[config.mk]
export PLATFORM = sky130hd
export DESIGN_NAME = traffic_ca_velocity_update_core_flat
export DESIGN_NICKNAME = d
export VERILOG_FILES = /design/src/tcvu_pkg.sv /design/src/tcvu_if.sv /design/src/tcvu_series.sv /design/src/traffic_ca_velocity_update_core.sv /design/src/flat_wrapper.sv
export VERILOG_INCLUDE_DIRS = /design/src /design/src/src
export SDC_FILE = /design/constraint.sdc
export NUM_CORES = 2
export LEC_CHECK = 0
export ABC_CLOCK_PERIOD_IN_PS = 4650
export BUFFER_PORTS_ARGS = -buffer_cell sky130_fd_sc_hd__buf_2
export CAP_MARGIN = 20
export CORE_MARGIN = 1
export CORE_UTILIZATION = 55
export CTS_CLUSTER_SIZE = 40
export DETAILED_ROUTE_END_ITERATION = 6
export GPL_TIMING_DRIVEN = 0
export PLACE_DENSITY_LB_ADDON = 0.08
export SLEW_MARGIN = 25
export SYNTH_ARGS = -nofsm -noshare
export SYNTH_HDL_FRONTEND = slang
export SYNTH_SLANG_ARGS = --single-unit
[constraint.sdc]
create_clock -name clock -period 4.65 [get_ports clock]
set_clock_uncertainty 0.15 [all_clocks]
set_input_delay 0.93 -clock clock [delete_from_list [all_inputs] [get_ports clock]]
set_output_delay 0.93 -clock clock [all_outputs]
set_load 0.02 [all_outputs]
[src/traffic_ca_velocity_update_core_assert.svh]
// ---------------------------------------------------------------------------
// traffic_ca_velocity_update_core_assert
// Assertion macros shared by the velocity update RTL.
// Each macro takes a label, the clock, the synchronous reset, an antecedent and a consequent.
// ---------------------------------------------------------------------------
`ifndef TRAFFIC_CA_VELOCITY_UPDATE_CORE_ASSERT_SVH
`define TRAFFIC_CA_VELOCITY_UPDATE_CORE_ASSERT_SVH

// The consequent must hold in the same cycle as the antecedent.
`define TCVU_ASSERT_SAME(label, clk, rst, ante, cons) \
   label: assert property (@(posedge clk) disable iff (rst) (ante) |-> (cons)) \
      else $error("tcvu: same-cycle check failed");

// The consequent must hold in the cycle after the antecedent.
`define TCVU_ASSERT_NEXT(label, clk, rst, ante, cons) \
   label: assert property (@(posedge clk) disable iff (rst) (ante) |=> (cons)) \
      else $error("tcvu: next-cycle check failed");

`endif

[src/tcvu_pkg.sv]
// ---------------------------------------------------------------------------
// tcvu_pkg
// Shared types and constants of the traffic velocity update core: register
// indexes and reset values, the reciprocal table used by the series unit and
// the stage control bundle passed to it.
// ---------------------------------------------------------------------------
`timescale 1ns / 1ps
`default_nettype none

package tcvu_pkg;

   // Configuration port geometry.
   localparam int CSR_INDEX_W = 3;
   localparam int CSR_DATA_W  = 16;

   // Register indexes.
   localparam logic [CSR_INDEX_W-1:0] CSR_MAX_SPEED        = 3'd0;
   localparam logic [CSR_INDEX_W-1:0] CSR_BRAKE_STEP       = 3'd1;
   localparam logic [CSR_INDEX_W-1:0] CSR_ACCEL_PROB_BASE  = 3'd2;
   localparam logic [CSR_INDEX_W-1:0] CSR_ACCEL_PROB_SLOPE = 3'd3;
   localparam logic [CSR_INDEX_W-1:0] CSR_SLOW_PROB        = 3'd4;

   // Register reset values.
   localparam logic [3:0]  MAX_SPEED_RESET        = 4'd5;
   localparam logic [3:0]  BRAKE_STEP_RESET       = 4'd2;
   localparam logic [15:0] ACCEL_PROB_BASE_RESET  = 16'd52429;
   localparam logic [15:0] ACCEL_PROB_SLOPE_RESET = 16'd4369;
   localparam logic [15:0] SLOW_PROB_RESET        = 16'd655;

   // Probability of one in Q0.16.
   localparam logic [15:0] PROB_ONE = 16'hFFFF;

   // Division by the braking step is a multiply by a rounded-up reciprocal.
   // With an 11-bit shift the quotient is exact for dividends below 128 and
   // divisors below 16. Entry zero is never used and holds the entry for one.
   localparam int RECIP_SHIFT = 11;
   localparam int RECIP_W     = 12;
   localparam logic [RECIP_W-1:0] RECIP_TABLE [16] = '{
      12'd2048, 12'd2048, 12'd1024, 12'd683, 12'd512, 12'd410, 12'd342, 12'd293,
      12'd256,  12'd228,  12'd205,  12'd187, 12'd171, 12'd158, 12'd147, 12'd137
   };

   // Load enables of the stages held inside the series unit, and the valid
   // flag of its quotient stage.
   typedef struct packed {
      logic en2;
      logic en3;
      logic en4;
      logic en5;
      logic v3;
   } stage_ctrl_type;

endpackage

`default_nettype wire

[src/tcvu_if.sv]
// ---------------------------------------------------------------------------
// tcvu_if
// Valid/ready channels of the velocity update core: the request channel
// carries one vehicle, the response channel carries its next speed.
// ---------------------------------------------------------------------------
`timescale 1ns / 1ps
`default_nettype none

interface tcvu_req_if #(
   parameter int SPEED_LIMIT = 15,
   parameter int GAP_LIMIT   = 1023
);
   localparam int SPEED_W = $clog2(SPEED_LIMIT + 1);
   localparam int GAP_W   = $clog2(GAP_LIMIT + 1);

   logic               valid;
   logic               ready;
   logic [GAP_W-1:0]   gap_cells;
   logic [SPEED_W-1:0] own_speed;
   logic [SPEED_W-1:0] leader_speed;
   logic [15:0]        random_draw;
   logic               is_autonomous;
   logic               light_ahead;

   modport source (
      output valid, gap_cells, own_speed, leader_speed, random_draw,
             is_autonomous, light_ahead,
      input  ready
   );
   modport sink (
      input  valid, gap_cells, own_speed, leader_speed, random_draw,
             is_autonomous, light_ahead,
      output ready
   );
endinterface

interface tcvu_rsp_if #(
   parameter int SPEED_LIMIT = 15
);
   localparam int SPEED_W = $clog2(SPEED_LIMIT + 1);

   logic               valid;
   logic               ready;
   logic [SPEED_W-1:0] new_speed;

   modport source (
      output valid, new_speed,
      input  ready
   );
   modport sink (
      input  valid, new_speed,
      output ready
   );
endinterface

`default_nettype wire

[src/tcvu_series.sv]
// ---------------------------------------------------------------------------
// tcvu_series
// Four-stage pipeline for the braking series S(x) = sum of (x - i*m) over
// i = 0 .. floor(x/m), with S(x) = 0 for negative x, in closed form.
// ---------------------------------------------------------------------------
`timescale 1ns / 1ps
`default_nettype none

`include "traffic_ca_velocity_update_core_assert.svh"

module tcvu_series #(
   parameter int X_W = 5,
   parameter int D_W = 6
) (
   input  wire                          clock,
   input  wire                          reset,
   input  wire tcvu_pkg::stage_ctrl_type ctrl,
   input  wire logic signed [D_W-1:0]   x_value,
   input  wire logic [3:0]              step_s1,
   input  wire logic [3:0]              step_s4,
   output logic [2*X_W:0]               series_sum
);
   localparam int P_W   = 2 * X_W + 1;
   localparam int T_W   = 2 * X_W;
   localparam int Q_W   = X_W + tcvu_pkg::RECIP_W;
   localparam int M_W   = 2 * X_W + 5;

   logic [X_W-1:0]              x2_ff;
   logic [tcvu_pkg::RECIP_W-1:0] recip2_ff;
   logic [X_W-1:0]              x2_in;
   logic [X_W-1:0]              x3_ff;
   logic [X_W-1:0]              n3_ff;
   logic [Q_W-1:0]              quot_prod;
   logic [P_W-1:0]              p4_ff;
   logic [T_W-1:0]              t4_ff;
   logic [X_W:0]                n_plus;
   logic [P_W-1:0]              tri_prod;
   logic [P_W-1:0]              p4_in;
   logic [P_W-1:0]              s5_ff;
   logic [M_W-1:0]              s5_wide;

   // A negative argument gives the same sum as zero, so it is clamped here.
   assign x2_in = x_value[D_W-1] ? '0 : x_value[X_W-1:0];

   always_ff @(posedge clock) begin
      if (ctrl.en2) begin
         x2_ff     <= x2_in;
         recip2_ff <= tcvu_pkg::RECIP_TABLE[step_s1];
      end
   end

   // Quotient floor(x/m) by reciprocal multiply.
   assign quot_prod = Q_W'(x2_ff) * Q_W'(recip2_ff);

   always_ff @(posedge clock) begin
      if (ctrl.en3) begin
         x3_ff <= x2_ff;
         n3_ff <= quot_prod[tcvu_pkg::RECIP_SHIFT +: X_W];
      end
   end

   // (n + 1) * x and the triangular number n * (n + 1) / 2.
   assign n_plus   = (X_W + 1)'(n3_ff) + (X_W + 1)'(1);
   assign p4_in    = P_W'(n_plus) * P_W'(x3_ff);
   assign tri_prod = P_W'(n3_ff) * P_W'(n_plus);

   always_ff @(posedge clock) begin
      if (ctrl.en4) begin
         p4_ff <= p4_in;
         t4_ff <= tri_prod[P_W-1:1];
      end
   end

   // Subtract m times the triangular number; the result is never negative.
   assign s5_wide = M_W'(p4_ff) - M_W'(step_s4) * M_W'(t4_ff);

   always_ff @(posedge clock) begin
      if (ctrl.en5) begin
         s5_ff <= s5_wide[P_W-1:0];
      end
   end

   assign series_sum = s5_ff;

   // The quotient can never exceed the dividend, since the step is at least one.
   `TCVU_ASSERT_SAME(a_quot_bound, clock, reset, ctrl.v3, n3_ff <= x3_ff)

endmodule

`default_nettype wire

[src/traffic_ca_velocity_update_core.sv]
// ---------------------------------------------------------------------------
// traffic_ca_velocity_update_core
// Next-speed rule of a cellular traffic automaton for one vehicle per cycle.
//
// Usage: a vehicle (gap, own speed, leader speed, random draw, autonomous and
// light flags) is offered on req_if; a transfer takes place when valid and
// ready are both high. The next speed appears on rsp_if behind seven register
// stages: capture, reciprocal lookup, quotient, series products, series sum,
// threshold compare, and the output register. A new vehicle can be accepted
// in every cycle while the receiver keeps rsp_if.ready high, so the sustained
// rate is one item per cycle; the products of the series unit set the depth.
// When the receiver holds ready low the output register keeps its result,
// the stages behind it fill up one by one, and req_if.ready falls only when
// every stage holds an item; nothing is dropped or repeated.
// Configuration registers are written via csr_we/csr_index/csr_wdata, by the
// user only while no item is in flight; the block does not enforce it. Reset
// empties the pipeline and loads the register defaults, with no clearing pass.
// ---------------------------------------------------------------------------
`timescale 1ns / 1ps
`default_nettype none

`include "traffic_ca_velocity_update_core_assert.svh"

module traffic_ca_velocity_update_core #(
   parameter int SPEED_LIMIT = 15,
   parameter int GAP_LIMIT   = 1023
) (
   input  wire                                   clock,
   input  wire                                   reset,
   tcvu_req_if.sink                              req_if,
   tcvu_rsp_if.source                            rsp_if,
   input  wire                                   csr_we,
   input  wire logic [tcvu_pkg::CSR_INDEX_W-1:0] csr_index,
   input  wire logic [tcvu_pkg::CSR_DATA_W-1:0]  csr_wdata
);
   localparam int SPEED_W = $clog2(SPEED_LIMIT + 1);
   localparam int GAP_W   = $clog2(GAP_LIMIT + 1);
   localparam int X_W     = SPEED_W + 1;
   localparam int D_W     = ((SPEED_W > 4) ? SPEED_W : 4) + 2;
   localparam int SUM_W   = 2 * X_W + 1;
   localparam int CMP_W   = ((GAP_W > SUM_W) ? GAP_W : SUM_W) + 1;
   localparam int PROD_W  = SPEED_W + 16;
   localparam int R_W     = ((X_W > 4) ? X_W : 4) + 1;
   localparam int N_ST    = 7;

   typedef struct packed {
      logic [GAP_W-1:0]   gap;
      logic [SPEED_W-1:0] vn;
      logic [SPEED_W-1:0] vp;
      logic [15:0]        draw;
      logic               is_auto;
      logic               light;
      logic [3:0]         m;
      logic [PROD_W-1:0]  prod;
      logic [15:0]        ra;
      logic               le_ra;
      logic               le_slow;
      logic               ge_acc;
      logic               ge_keep;
      logic               ge_dec;
      logic               ge_stop;
   } item_type;

   // Configuration registers.
   logic [3:0]  max_speed_ff;
   logic [3:0]  brake_step_ff;
   logic [15:0] accel_prob_base_ff;
   logic [15:0] accel_prob_slope_ff;
   logic [15:0] slow_prob_ff;

   // Pipeline state.
   logic [N_ST:1]      valid_ff;
   logic [N_ST:1]      stage_ready;
   item_type           st_ff [1:6];
   item_type           st_in [1:6];
   logic [SPEED_W-1:0] new_speed_ff;
   logic [SPEED_W-1:0] new_speed_in;

   tcvu_pkg::stage_ctrl_type series_ctrl;

   logic signed [D_W-1:0] vn_s;
   logic signed [D_W-1:0] vp_s;
   logic signed [D_W-1:0] m_s;
   logic signed [D_W-1:0] x_acc;
   logic signed [D_W-1:0] x_keep;
   logic signed [D_W-1:0] x_dec;
   logic signed [D_W-1:0] x_stop;
   logic signed [D_W-1:0] x_lead;
   logic [SUM_W-1:0]      s_acc;
   logic [SUM_W-1:0]      s_keep;
   logic [SUM_W-1:0]      s_dec;
   logic [SUM_W-1:0]      s_stop;
   logic [SUM_W-1:0]      s_lead;
   logic [CMP_W-1:0]      gap_plus_lead;
   logic [PROD_W:0]       ra_sum;
   logic [R_W-1:0]        res;
   logic [R_W-1:0]        vn_e;
   logic [R_W-1:0]        m_e;
   logic [R_W-1:0]        vmax_e;
   logic [R_W-1:0]        inc_e;
   logic [R_W-1:0]        dec1_e;
   logic [R_W-1:0]        decm_e;
   logic [3:0]            step_eff;
   logic [GAP_W-1:0]      gap_sat;

   // Configuration writes.
   always_ff @(posedge clock) begin
      if (reset) begin
         max_speed_ff        <= tcvu_pkg::MAX_SPEED_RESET;
         brake_step_ff       <= tcvu_pkg::BRAKE_STEP_RESET;
         accel_prob_base_ff  <= tcvu_pkg::ACCEL_PROB_BASE_RESET;
         accel_prob_slope_ff <= tcvu_pkg::ACCEL_PROB_SLOPE_RESET;
         slow_prob_ff        <= tcvu_pkg::SLOW_PROB_RESET;
      end else if (csr_we) begin
         case (csr_index)
            tcvu_pkg::CSR_MAX_SPEED:        max_speed_ff        <= csr_wdata[3:0];
            tcvu_pkg::CSR_BRAKE_STEP:       brake_step_ff       <= csr_wdata[3:0];
            tcvu_pkg::CSR_ACCEL_PROB_BASE:  accel_prob_base_ff  <= csr_wdata;
            tcvu_pkg::CSR_ACCEL_PROB_SLOPE: accel_prob_slope_ff <= csr_wdata;
            tcvu_pkg::CSR_SLOW_PROB:        slow_prob_ff        <= csr_wdata;
            default: begin
            end
         endcase
      end
   end

   // Ready chain: a stage can load when it is empty or the next one moves on.
   always_comb begin
      stage_ready[N_ST] = !valid_ff[N_ST] || rsp_if.ready;
      for (int k = N_ST - 1; k >= 1; k--) begin
         stage_ready[k] = !valid_ff[k] || stage_ready[k + 1];
      end
   end

   assign req_if.ready = stage_ready[1];

   always_ff @(posedge clock) begin
      if (reset) begin
         valid_ff <= '0;
      end else begin
         if (stage_ready[1]) begin
            valid_ff[1] <= req_if.valid;
         end
         for (int k = 2; k <= N_ST; k++) begin
            if (stage_ready[k]) begin
               valid_ff[k] <= valid_ff[k - 1];
            end
         end
      end
   end

   // Capture: saturate the gap, zero the leader at a light, fix a zero step.
   assign gap_sat  = (req_if.gap_cells > GAP_W'(GAP_LIMIT)) ? GAP_W'(GAP_LIMIT)
                                                             : req_if.gap_cells;
   assign step_eff = (brake_step_ff == 4'd0) ? 4'd1 : brake_step_ff;

   // Series arguments, taken from the capture stage.
   assign vn_s   = $signed(D_W'(st_ff[1].vn));
   assign vp_s   = $signed(D_W'(st_ff[1].vp));
   assign m_s    = $signed(D_W'(st_ff[1].m));
   assign x_acc  = vn_s + D_W'(1);
   assign x_keep = vn_s;
   assign x_dec  = vn_s - D_W'(1);
   assign x_stop = vn_s - m_s;
   assign x_lead = vp_s - m_s;

   // Acceleration probability sum before its cap.
   assign ra_sum = (PROD_W + 1)'(accel_prob_base_ff) + (PROD_W + 1)'(st_ff[2].prod);

   // The gap meets a threshold S - dp (clamped at zero) exactly when gap + dp >= S.
   assign gap_plus_lead = CMP_W'(st_ff[5].gap) + CMP_W'(s_lead);

   // Next value of each stage.
   always_comb begin
      st_in[1]         = '0;
      st_in[1].gap     = gap_sat;
      st_in[1].vn      = req_if.own_speed;
      st_in[1].vp      = req_if.light_ahead ? '0 : req_if.leader_speed;
      st_in[1].draw    = req_if.random_draw;
      st_in[1].is_auto = req_if.is_autonomous;
      st_in[1].light   = req_if.light_ahead;
      st_in[1].m       = step_eff;

      st_in[2]         = st_ff[1];
      st_in[2].prod    = PROD_W'(st_ff[1].vn) * PROD_W'(accel_prob_slope_ff);
      st_in[2].le_slow = st_ff[1].draw <= slow_prob_ff;

      st_in[3]         = st_ff[2];
      st_in[3].ra      = (ra_sum > (PROD_W + 1)'(tcvu_pkg::PROB_ONE)) ? tcvu_pkg::PROB_ONE
                                                                    : ra_sum[15:0];

      st_in[4]         = st_ff[3];
      st_in[4].le_ra   = st_ff[3].draw <= st_ff[3].ra;

      st_in[5]         = st_ff[4];

      st_in[6]         = st_ff[5];
      st_in[6].ge_acc  = gap_plus_lead >= CMP_W'(s_acc);
      st_in[6].ge_keep = gap_plus_lead >= CMP_W'(s_keep);
      st_in[6].ge_dec  = gap_plus_lead >= CMP_W'(s_dec);
      st_in[6].ge_stop = CMP_W'(st_ff[5].gap) >= CMP_W'(s_stop);
   end

   always_ff @(posedge clock) begin
      for (int k = 1; k <= 6; k++) begin
         if (stage_ready[k]) begin
            st_ff[k] <= st_in[k];
         end
      end
   end

   // Series units for the four thresholds and the leader's stopping distance.
   assign series_ctrl.en2 = stage_ready[2];
   assign series_ctrl.en3 = stage_ready[3];
   assign series_ctrl.en4 = stage_ready[4];
   assign series_ctrl.en5 = stage_ready[5];
   assign series_ctrl.v3  = valid_ff[3];

   tcvu_series #(.X_W(X_W), .D_W(D_W)) u_series_acc (
      .clock(clock), .reset(reset), .ctrl(series_ctrl), .x_value(x_acc),
      .step_s1(st_ff[1].m), .step_s4(st_ff[4].m), .series_sum(s_acc)
   );
   tcvu_series #(.X_W(X_W), .D_W(D_W)) u_series_keep (
      .clock(clock), .reset(reset), .ctrl(series_ctrl), .x_value(x_keep),
      .step_s1(st_ff[1].m), .step_s4(st_ff[4].m), .series_sum(s_keep)
   );
   tcvu_series #(.X_W(X_W), .D_W(D_W)) u_series_dec (
      .clock(clock), .reset(reset), .ctrl(series_ctrl), .x_value(x_dec),
      .step_s1(st_ff[1].m), .step_s4(st_ff[4].m), .series_sum(s_dec)
   );
   tcvu_series #(.X_W(X_W), .D_W(D_W)) u_series_stop (
      .clock(clock), .reset(reset), .ctrl(series_ctrl), .x_value(x_stop),
      .step_s1(st_ff[1].m), .step_s4(st_ff[4].m), .series_sum(s_stop)
   );
   tcvu_series #(.X_W(X_W), .D_W(D_W)) u_series_lead (
      .clock(clock), .reset(reset), .ctrl(series_ctrl), .x_value(x_lead),
      .step_s1(st_ff[1].m), .step_s4(st_ff[4].m), .series_sum(s_lead)
   );

   // Speed decision from the threshold flags.
   assign vn_e   = R_W'(st_ff[6].vn);
   assign m_e    = R_W'(st_ff[6].m);
   assign vmax_e = R_W'(max_speed_ff);
   assign inc_e  = vn_e + R_W'(1);
   assign dec1_e = (vn_e == '0) ? '0 : vn_e - R_W'(1);
   assign decm_e = (vn_e > m_e) ? vn_e - m_e : '0;

   always_comb begin
      res = '0;
      if (st_ff[6].ge_acc) begin
         if (st_ff[6].is_auto || st_ff[6].le_ra) begin
            res = (inc_e < vmax_e) ? inc_e : vmax_e;
         end else begin
            res = vn_e;
         end
      end else if (st_ff[6].ge_keep) begin
         res = (!st_ff[6].is_auto && st_ff[6].le_slow) ? dec1_e : vn_e;
      end else if (st_ff[6].ge_dec && vn_e != '0) begin
         res = dec1_e;
      end else if (!st_ff[6].ge_dec && vn_e != '0
                   && (!st_ff[6].light || st_ff[6].ge_stop)) begin
         res = decm_e;
      end else if (st_ff[6].light && !st_ff[6].ge_stop) begin
         res = vn_e;
      end
      // Clamp to the configured maximum and to the speed range.
      if (res > vmax_e) begin
         res = vmax_e;
      end
      if (res > R_W'(SPEED_LIMIT)) begin
         res = R_W'(SPEED_LIMIT);
      end
      new_speed_in = res[SPEED_W-1:0];
   end

   // Output register.
   always_ff @(posedge clock) begin
      if (stage_ready[N_ST]) begin
         new_speed_ff <= new_speed_in;
      end
   end

   assign rsp_if.valid     = valid_ff[N_ST];
   assign rsp_if.new_speed = new_speed_ff;

   // Requests are refused only when every stage holds an item.
   `TCVU_ASSERT_SAME(a_full_when_blocked, clock, reset, !req_if.ready, &valid_ff)
   // A result only appears when the stage before it held one.
   `TCVU_ASSERT_SAME(a_out_from_prev, clock, reset, $rose(valid_ff[N_ST]), $past(valid_ff[6]))
   // A stalled middle stage keeps its item.
   `TCVU_ASSERT_NEXT(a_stall_keeps, clock, reset, valid_ff[3] && !stage_ready[3], valid_ff[3])

endmodule

`default_nettype wire

[src/flat_wrapper.sv]
// flat-port wrapper written by rule: the top's interface ports become plain ports
module traffic_ca_velocity_update_core_flat 
#(
   parameter int SPEED_LIMIT = 15,
   parameter int GAP_LIMIT   = 1023
)
  (clock, reset, csr_we, csr_index, csr_wdata, req_if_valid, req_if_gap_cells, req_if_own_speed, req_if_leader_speed, req_if_random_draw, req_if_is_autonomous, req_if_light_ahead, req_if_ready, rsp_if_valid, rsp_if_new_speed, rsp_if_ready);
  tcvu_req_if #(.SPEED_LIMIT(SPEED_LIMIT), .GAP_LIMIT(GAP_LIMIT)) req_if_i ();
  tcvu_rsp_if #(.SPEED_LIMIT(SPEED_LIMIT)) rsp_if_i ();
  input  wire clock;
  input  wire reset;
  input  wire csr_we;
  input  wire logic [tcvu_pkg::CSR_INDEX_W-1:0] csr_index;
  input  wire logic [tcvu_pkg::CSR_DATA_W-1:0] csr_wdata;
  input wire logic [$bits(req_if_i.valid)-1:0] req_if_valid;
  input wire logic [$bits(req_if_i.gap_cells)-1:0] req_if_gap_cells;
  input wire logic [$bits(req_if_i.own_speed)-1:0] req_if_own_speed;
  input wire logic [$bits(req_if_i.leader_speed)-1:0] req_if_leader_speed;
  input wire logic [$bits(req_if_i.random_draw)-1:0] req_if_random_draw;
  input wire logic [$bits(req_if_i.is_autonomous)-1:0] req_if_is_autonomous;
  input wire logic [$bits(req_if_i.light_ahead)-1:0] req_if_light_ahead;
  output wire logic [$bits(req_if_i.ready)-1:0] req_if_ready;
  output wire logic [$bits(rsp_if_i.valid)-1:0] rsp_if_valid;
  output wire logic [$bits(rsp_if_i.new_speed)-1:0] rsp_if_new_speed;
  input wire logic [$bits(rsp_if_i.ready)-1:0] rsp_if_ready;
  assign req_if_i.valid = req_if_valid;
  assign req_if_i.gap_cells = req_if_gap_cells;
  assign req_if_i.own_speed = req_if_own_speed;
  assign req_if_i.leader_speed = req_if_leader_speed;
  assign req_if_i.random_draw = req_if_random_draw;
  assign req_if_i.is_autonomous = req_if_is_autonomous;
  assign req_if_i.light_ahead = req_if_light_ahead;
  assign req_if_ready = req_if_i.ready;
  assign rsp_if_valid = rsp_if_i.valid;
  assign rsp_if_new_speed = rsp_if_i.new_speed;
  assign rsp_if_i.ready = rsp_if_ready;
  traffic_ca_velocity_update_core #(.SPEED_LIMIT(SPEED_LIMIT), .GAP_LIMIT(GAP_LIMIT)) u_core (.clock(clock), .reset(reset), .req_if(req_if_i), .rsp_if(rsp_if_i), .csr_we(csr_we), .csr_index(csr_index), .csr_wdata(csr_wdata));
endmodule
# Word level (Yosys, flattened, before mapping)
# Memory sizes are Yosys's and may differ from the RTL's. A register that Yosys moved wholly into a read port is not among the register bits.
# Index checks and enable logic that the tools add are counted.
dict set report classes {
  magnitude_cmp 12
  multipliers 21
  reduce_logical 34
  eq_ne 4
  mux 27
  n_addsub 19
  bitwise_logic 1
}
# operator count
set ops {}
lappend ops {{$mul A5 B12 Y16} 4}
lappend ops {{$mux W6} 10}
lappend ops {{$mul A4 B10 Y11} 5}
lappend ops {{$mul A5 B6 Y11} 5}
lappend ops {{$sub A11 B11 Y11} 5}
lappend ops {{$mul A6 B5 Y11} 4}
lappend ops {{$ge A12 B11 Y1} 3}
lappend ops {{$le A16 B16 Y1} 2}
lappend ops {{$add A5 B1 Y6 const B} 5}
lappend ops {{$add A16 B20 Y21} 1}
lappend ops {{$gt A21 B16 Y1 const B} 1}
lappend ops {{$mul A4 B16 Y20} 1}
lappend ops {{$mul A4 B12 Y16} 1}
lappend ops {{$mux W16} 1}
lappend ops {{$sub A4 B4 Y5} 3}
lappend ops {{$add A10 B11 Y12} 1}
lappend ops {{$mux W1} 12}
lappend ops {{$mux W4} 3}
lappend ops {{$ge A10 B11 Y1} 1}
lappend ops {{$logic_not A1 Y1} 11}
lappend ops {{$add A4 B1 Y5 const B} 2}
lappend ops {{$gt A10 B10 Y1 const B} 1}
lappend ops {{$mul A6 B4 Y10} 1}
lappend ops {{$mux W10} 1}
lappend ops {{16 further kinds} 34}
dict set report word_totals {
  regBits 300
  in_bits 60
  memories 2
  output_inout_bits 6
  ram_bits 492
  romBits 192
  word_cells 163
}
# name words width read_ports rd_ports_with_merged_regs wr line
set memory_table {}
lappend memory_table {u_core.st_ff 6 82 6 0 6 traffic_ca_velocity_update_core.sv:74} ;# item_type st_ff [1:6];
lappend memory_table {{(name not given)} 16 12 1 1 0 tcvu_series.sv:48} ;# recip2_ff <= tcvu_pkg::RECIP_TABLE[step_s1];

# Longest topological paths before layout
# An unclocked memory read counts as a cell.
dict set report logic_depth {
  depth_word 11
  ltp_mapped 19
}

# Cells and area by module
# A second synthesis with hierarchy kept.
dict set report hier_totals {
  cells_unflattened 4723
  hier_area_um2 48567.8
}
# mod cells_each area_each_um2 instances seq_area_each_um2
set by_module_without_submodules {}
lappend by_module_without_submodules {traffic_ca_velocity_update_core 1333 14801.7 1 7687.4}
lappend by_module_without_submodules {{tcvu_series (u_core.u_series_acc ...)} 675 6722.7 2 1771.7}
lappend by_module_without_submodules {{tcvu_series (u_core.u_series_keep)} 692 6855.3 1 1771.7}
lappend by_module_without_submodules {{tcvu_series (u_core.u_series_stop)} 679 6766.5 1 1771.7}
lappend by_module_without_submodules {{tcvu_series (u_core.u_series_lead)} 669 6698.9 1 1771.7}

# Least setup slack after synthesis
# OpenSTA, ideal clock, no wires.
dict set report synth_timing {
  kind {in2reg}
  startpoint {input port rsp_if_ready}
  endpoint {memory u_core.st_ff[2][22] (netlist bit) (enable)}
  setup_slack_ns -0.238
  arrival_time_ns 3.652
  setup_time_ns 1.086
  stages 5
  t_required_ns 3.414
  path_cell_list {nor2b_1 and2_1 and3_1 clkbuf_1 nand3_1}
}
# item line
set synth_lines {}
lappend synth_lines {{start, declared} flat_wrapper.sv:25} ;# input wire logic [$bits(rsp_if_i.ready)-1:0] rsp_if_ready;
lappend synth_lines {{end, declared} traffic_ca_velocity_update_core.sv:74}

==> metrics <==
register area share after synthesis=33.3%; Post-Syn Area=44,400 µm²; Setup violations, final=0; Post-Syn Instances=4,299; Root Buffer=clkbuf_16; max-slew violations=0; WHS Endpoint=u_core.st_ff[3][45]; CTS Buf Count=59; Max H-tree Level=2; Cells after DPL=5,415; Placement Setup Slack=-0.912 ns; core box area=79,400 µm²; Worst Path Class, Setup=reg -> reg; area delta synth->final=11.9%; Post-synth top flop=edfxtp_1; Iter 0 DRT Violations=1,695; synth top area cells=edfxtp_1, fa_1, ha_1, inv_1, and2_1; routability cong.=0.867; fill count=6,619; Unique masters post-synth=73; Max VDD drop=0.000353 V; Worst Hold Class=reg -> reg; worst rel slew slack=53.1%; layout cell share with drive strength beyond 1=9.07%; TNS Setup=0 ns; # rows=103; vias=29.7k; Worst Path Required=4.86 ns; first-pass GRT wire length=161,000 µm; commonest non-fill, non-tap cells in the layout=inv_1, ha_1, nand2_1; Avg Inst Size Synth=10.3 µm²; crit end category=flop; Total GRT Usage=24.9%; post-synth top area share=30.4%; PortBufs=54; Pre-Repair DR Iteration Count=5; drt wl/cell=17.7 µm; Critical Path Fanout Max=4; initial antenna violation count=1; chip height=286 µm; total gr overflow=0; Startpoint Class=flop; CP Data Arrival Time=4.75 ns; hold slack=0.258 ns; Setup WS post-layout=0.110 ns; Final period util=97.6%; CTS Sinks=513; Fmax=220 MHz; Tightest Pin Transition=0.704 ns; leakage power=23.5 nW; fin nets=5,497; Synth Register Bits=513; FF-to-FF Start=u_core.u_series_acc.recip2_ff[5]; RSZ-0062 raised after global routing=yes; most common cell after layout, fill and taps aside=inv_1; ant diodes=0; flop2flop setup slack=0.11 ns; Clk Latency, worst-skew pair=0.63 ns; # IOs=66; placed cell areas=46,200 µm²; Detail Route Antenna Nets=0; HPWL after DPL=76,400 µm; Async SR Flop Fraction=0%; Die X=286 µm; design area=49,700 µm²; hold_sp=u_core.st_ff[2][45]; CTS tree=done; yosys warns=0; PwrDens=441 nW/µm²; CTS clock-pin slew for the worst setup and hold paths=0.07 ns; full die area=81,800 µm²; Final min period=4.54 ns; status=finished, final reports clean; via count of the first global-routing pass=30.3k; CTS max path bufs=3; final hold vios=0; number of synthesized flops with an enable pin=450; Routed WL=99,200 µm; hold depth=0; Vias/cell=5.29; R2R depth=15; final routed DRC violation total=0; cell taking the most area after synthesis=edfxtp_1; Max Cap Violations=0; Initial Utilization=55.9%; pin count of the biggest net entering global routing=83; Critical R2R Capture=u_core.u_series_lead.n3_ff[3]; post-route insts no fill=5,604
[routing by layer]
layer	share of wire [%]	vias to the layer above	GRT usage, %
li1	-	14500	-
met1	47	14500	34.9
met2	47	521	41.5
met3	3.8	123	2.38
met4	2.2	0	6.16
met5	0	-	0
[where the power goes]
part	internal, mW	switching [mW]
clock network	2.98	1.94
registers	6.38	0.583
logic	4.51	5.52
total	13.9	8.05
[synthesized netlist by cell type (63+ instances only)]
library cell,number
xor2_1,67
nor2_1,129
a21oi_1,176
clkbuf_1,113
nand2_1,463
nand2b_1,100
inv_1,686
ha_1,543
and2_1,313
edfxtp_1,450
dfxtp_1,63
fa_1,390
nor2b_1,139
o21ai_0,93
xnor2_1,164
[layout make-up]
| type | instances | area [µm²] | area share [%] |
|---|---|---|---|
| Buffer | 108 | 571 | 1.15 |
| Clock buffer | 82 | 1720 | 3.46 |
| Clock inverter | 29 | 383 | 0.771 |
| Inverter | 686 | 2590 | 5.22 |
| Multi-Input combinational cell | 2985 | 27200 | 54.7 |
| Sequential cell | 513 | 14800 | 29.8 |
| Tap cell | 1050 | 1310 | 2.65 |
| Timing Repair Buffer | 151 | 1140 | 2.29 |
[registers in the layout, summed over array words and instances (netlist names), 10 cells and up]
| name | flops |
|---|---|
| u_core.accel_prob_slope_ff | 16 |
| u_core.u_series_dec.t4_ff | 10 |
| u_core.u_series_acc.p4_ff | 11 |
| u_core.u_series_lead.series_sum | 11 |
| u_core.u_series_stop.t4_ff | 10 |
| u_core.u_series_keep.p4_ff | 10 |
| u_core.u_series_dec.p4_ff | 11 |
| u_core.accel_prob_base_ff | 16 |
| u_core.st_ff | 204 |
| u_core.u_series_acc.recip2_ff | 12 |
| u_core.u_series_stop.series_sum | 11 |
| u_core.u_series_acc.series_sum | 11 |
| u_core.u_series_lead.t4_ff | 10 |
| u_core.u_series_dec.series_sum | 11 |
| u_core.u_series_acc.t4_ff | 10 |
| u_core.slow_prob_ff | 16 |
| u_core.u_series_stop.p4_ff | 11 |
| u_core.u_series_lead.p4_ff | 11 |
| u_core.u_series_keep.t4_ff | 10 |
| u_core.u_series_keep.series_sum | 11 |
[through the flow]
step / power, mW / utilization [%]
after global routing: 23.7 / 62.6
after floorplan: 14.1 / -
after CTS: 21.7 / 61.7
after global placement: 16.3 / 57.9
final: 21.9 / 62.6
after detailed placement: 16.6 / 58.2
[logic make-up (layout without fill, tap and decap cells)]
family	count (synthesis)	after routing	synth area share, %
mux	15	15	0.350
simple gates	1299	1299	14.8
other cells	1	3	0.00845
xor+xnor	231	231	4.56
fa+ha+maj	933	933	32.9
flops	513	513	33.3
buf+inv	803	1056	6.80
compound gates	504	504	7.28
[worst max-delay path, stage by stage (launching register included)]
cell	delay (ns)
edfxtp_1	0.51
clkbuf_8	0.20
and2_1	0.15
fa_1	0.50
fa_1	0.54
inv_1	0.06
fa_1	0.52
inv_1	0.06
ha_4	0.21
a21o_1	0.18
a21o_1	0.19
or3_1	0.32
o221a_4	0.25
o21a_1	0.20
nor2_2	0.15
xnor2_2	0.11
[timing repair]
action	in CTS	in global routing
gates resized for setup	119	108
setup endpoints to repair	85	47
pin swaps	18	39
hold buffers	0	0
cloned	0	0
buffers inserted	51	36
[worst max-delay path by stage]
stage / startpoint / endpoint / slack [ns] / cells after the start
after detailed placement: u_core.st_ff[4][45] / u_core.u_series_keep.series_sum[10] / -0.91 / 14
after global routing: u_core.st_ff[1][69] / u_core.st_ff[2][41] / -0.03 / 14
after CTS: u_core.u_series_acc.recip2_ff[1] / u_core.u_series_acc.n3_ff[4] / 0.002 / 16
after floorplan: u_core.u_series_dec.n3_ff[0] / u_core.u_series_dec.t4_ff[9] / 0.03 / 17
after global placement: rsp_if_ready / u_core.u_series_lead.x3_ff[0] / -1.39 / 6
final: u_core.u_series_acc.recip2_ff[5] / u_core.u_series_lead.n3_ff[3] / 0.11 / 15
(Power assumes the default switching activity.)
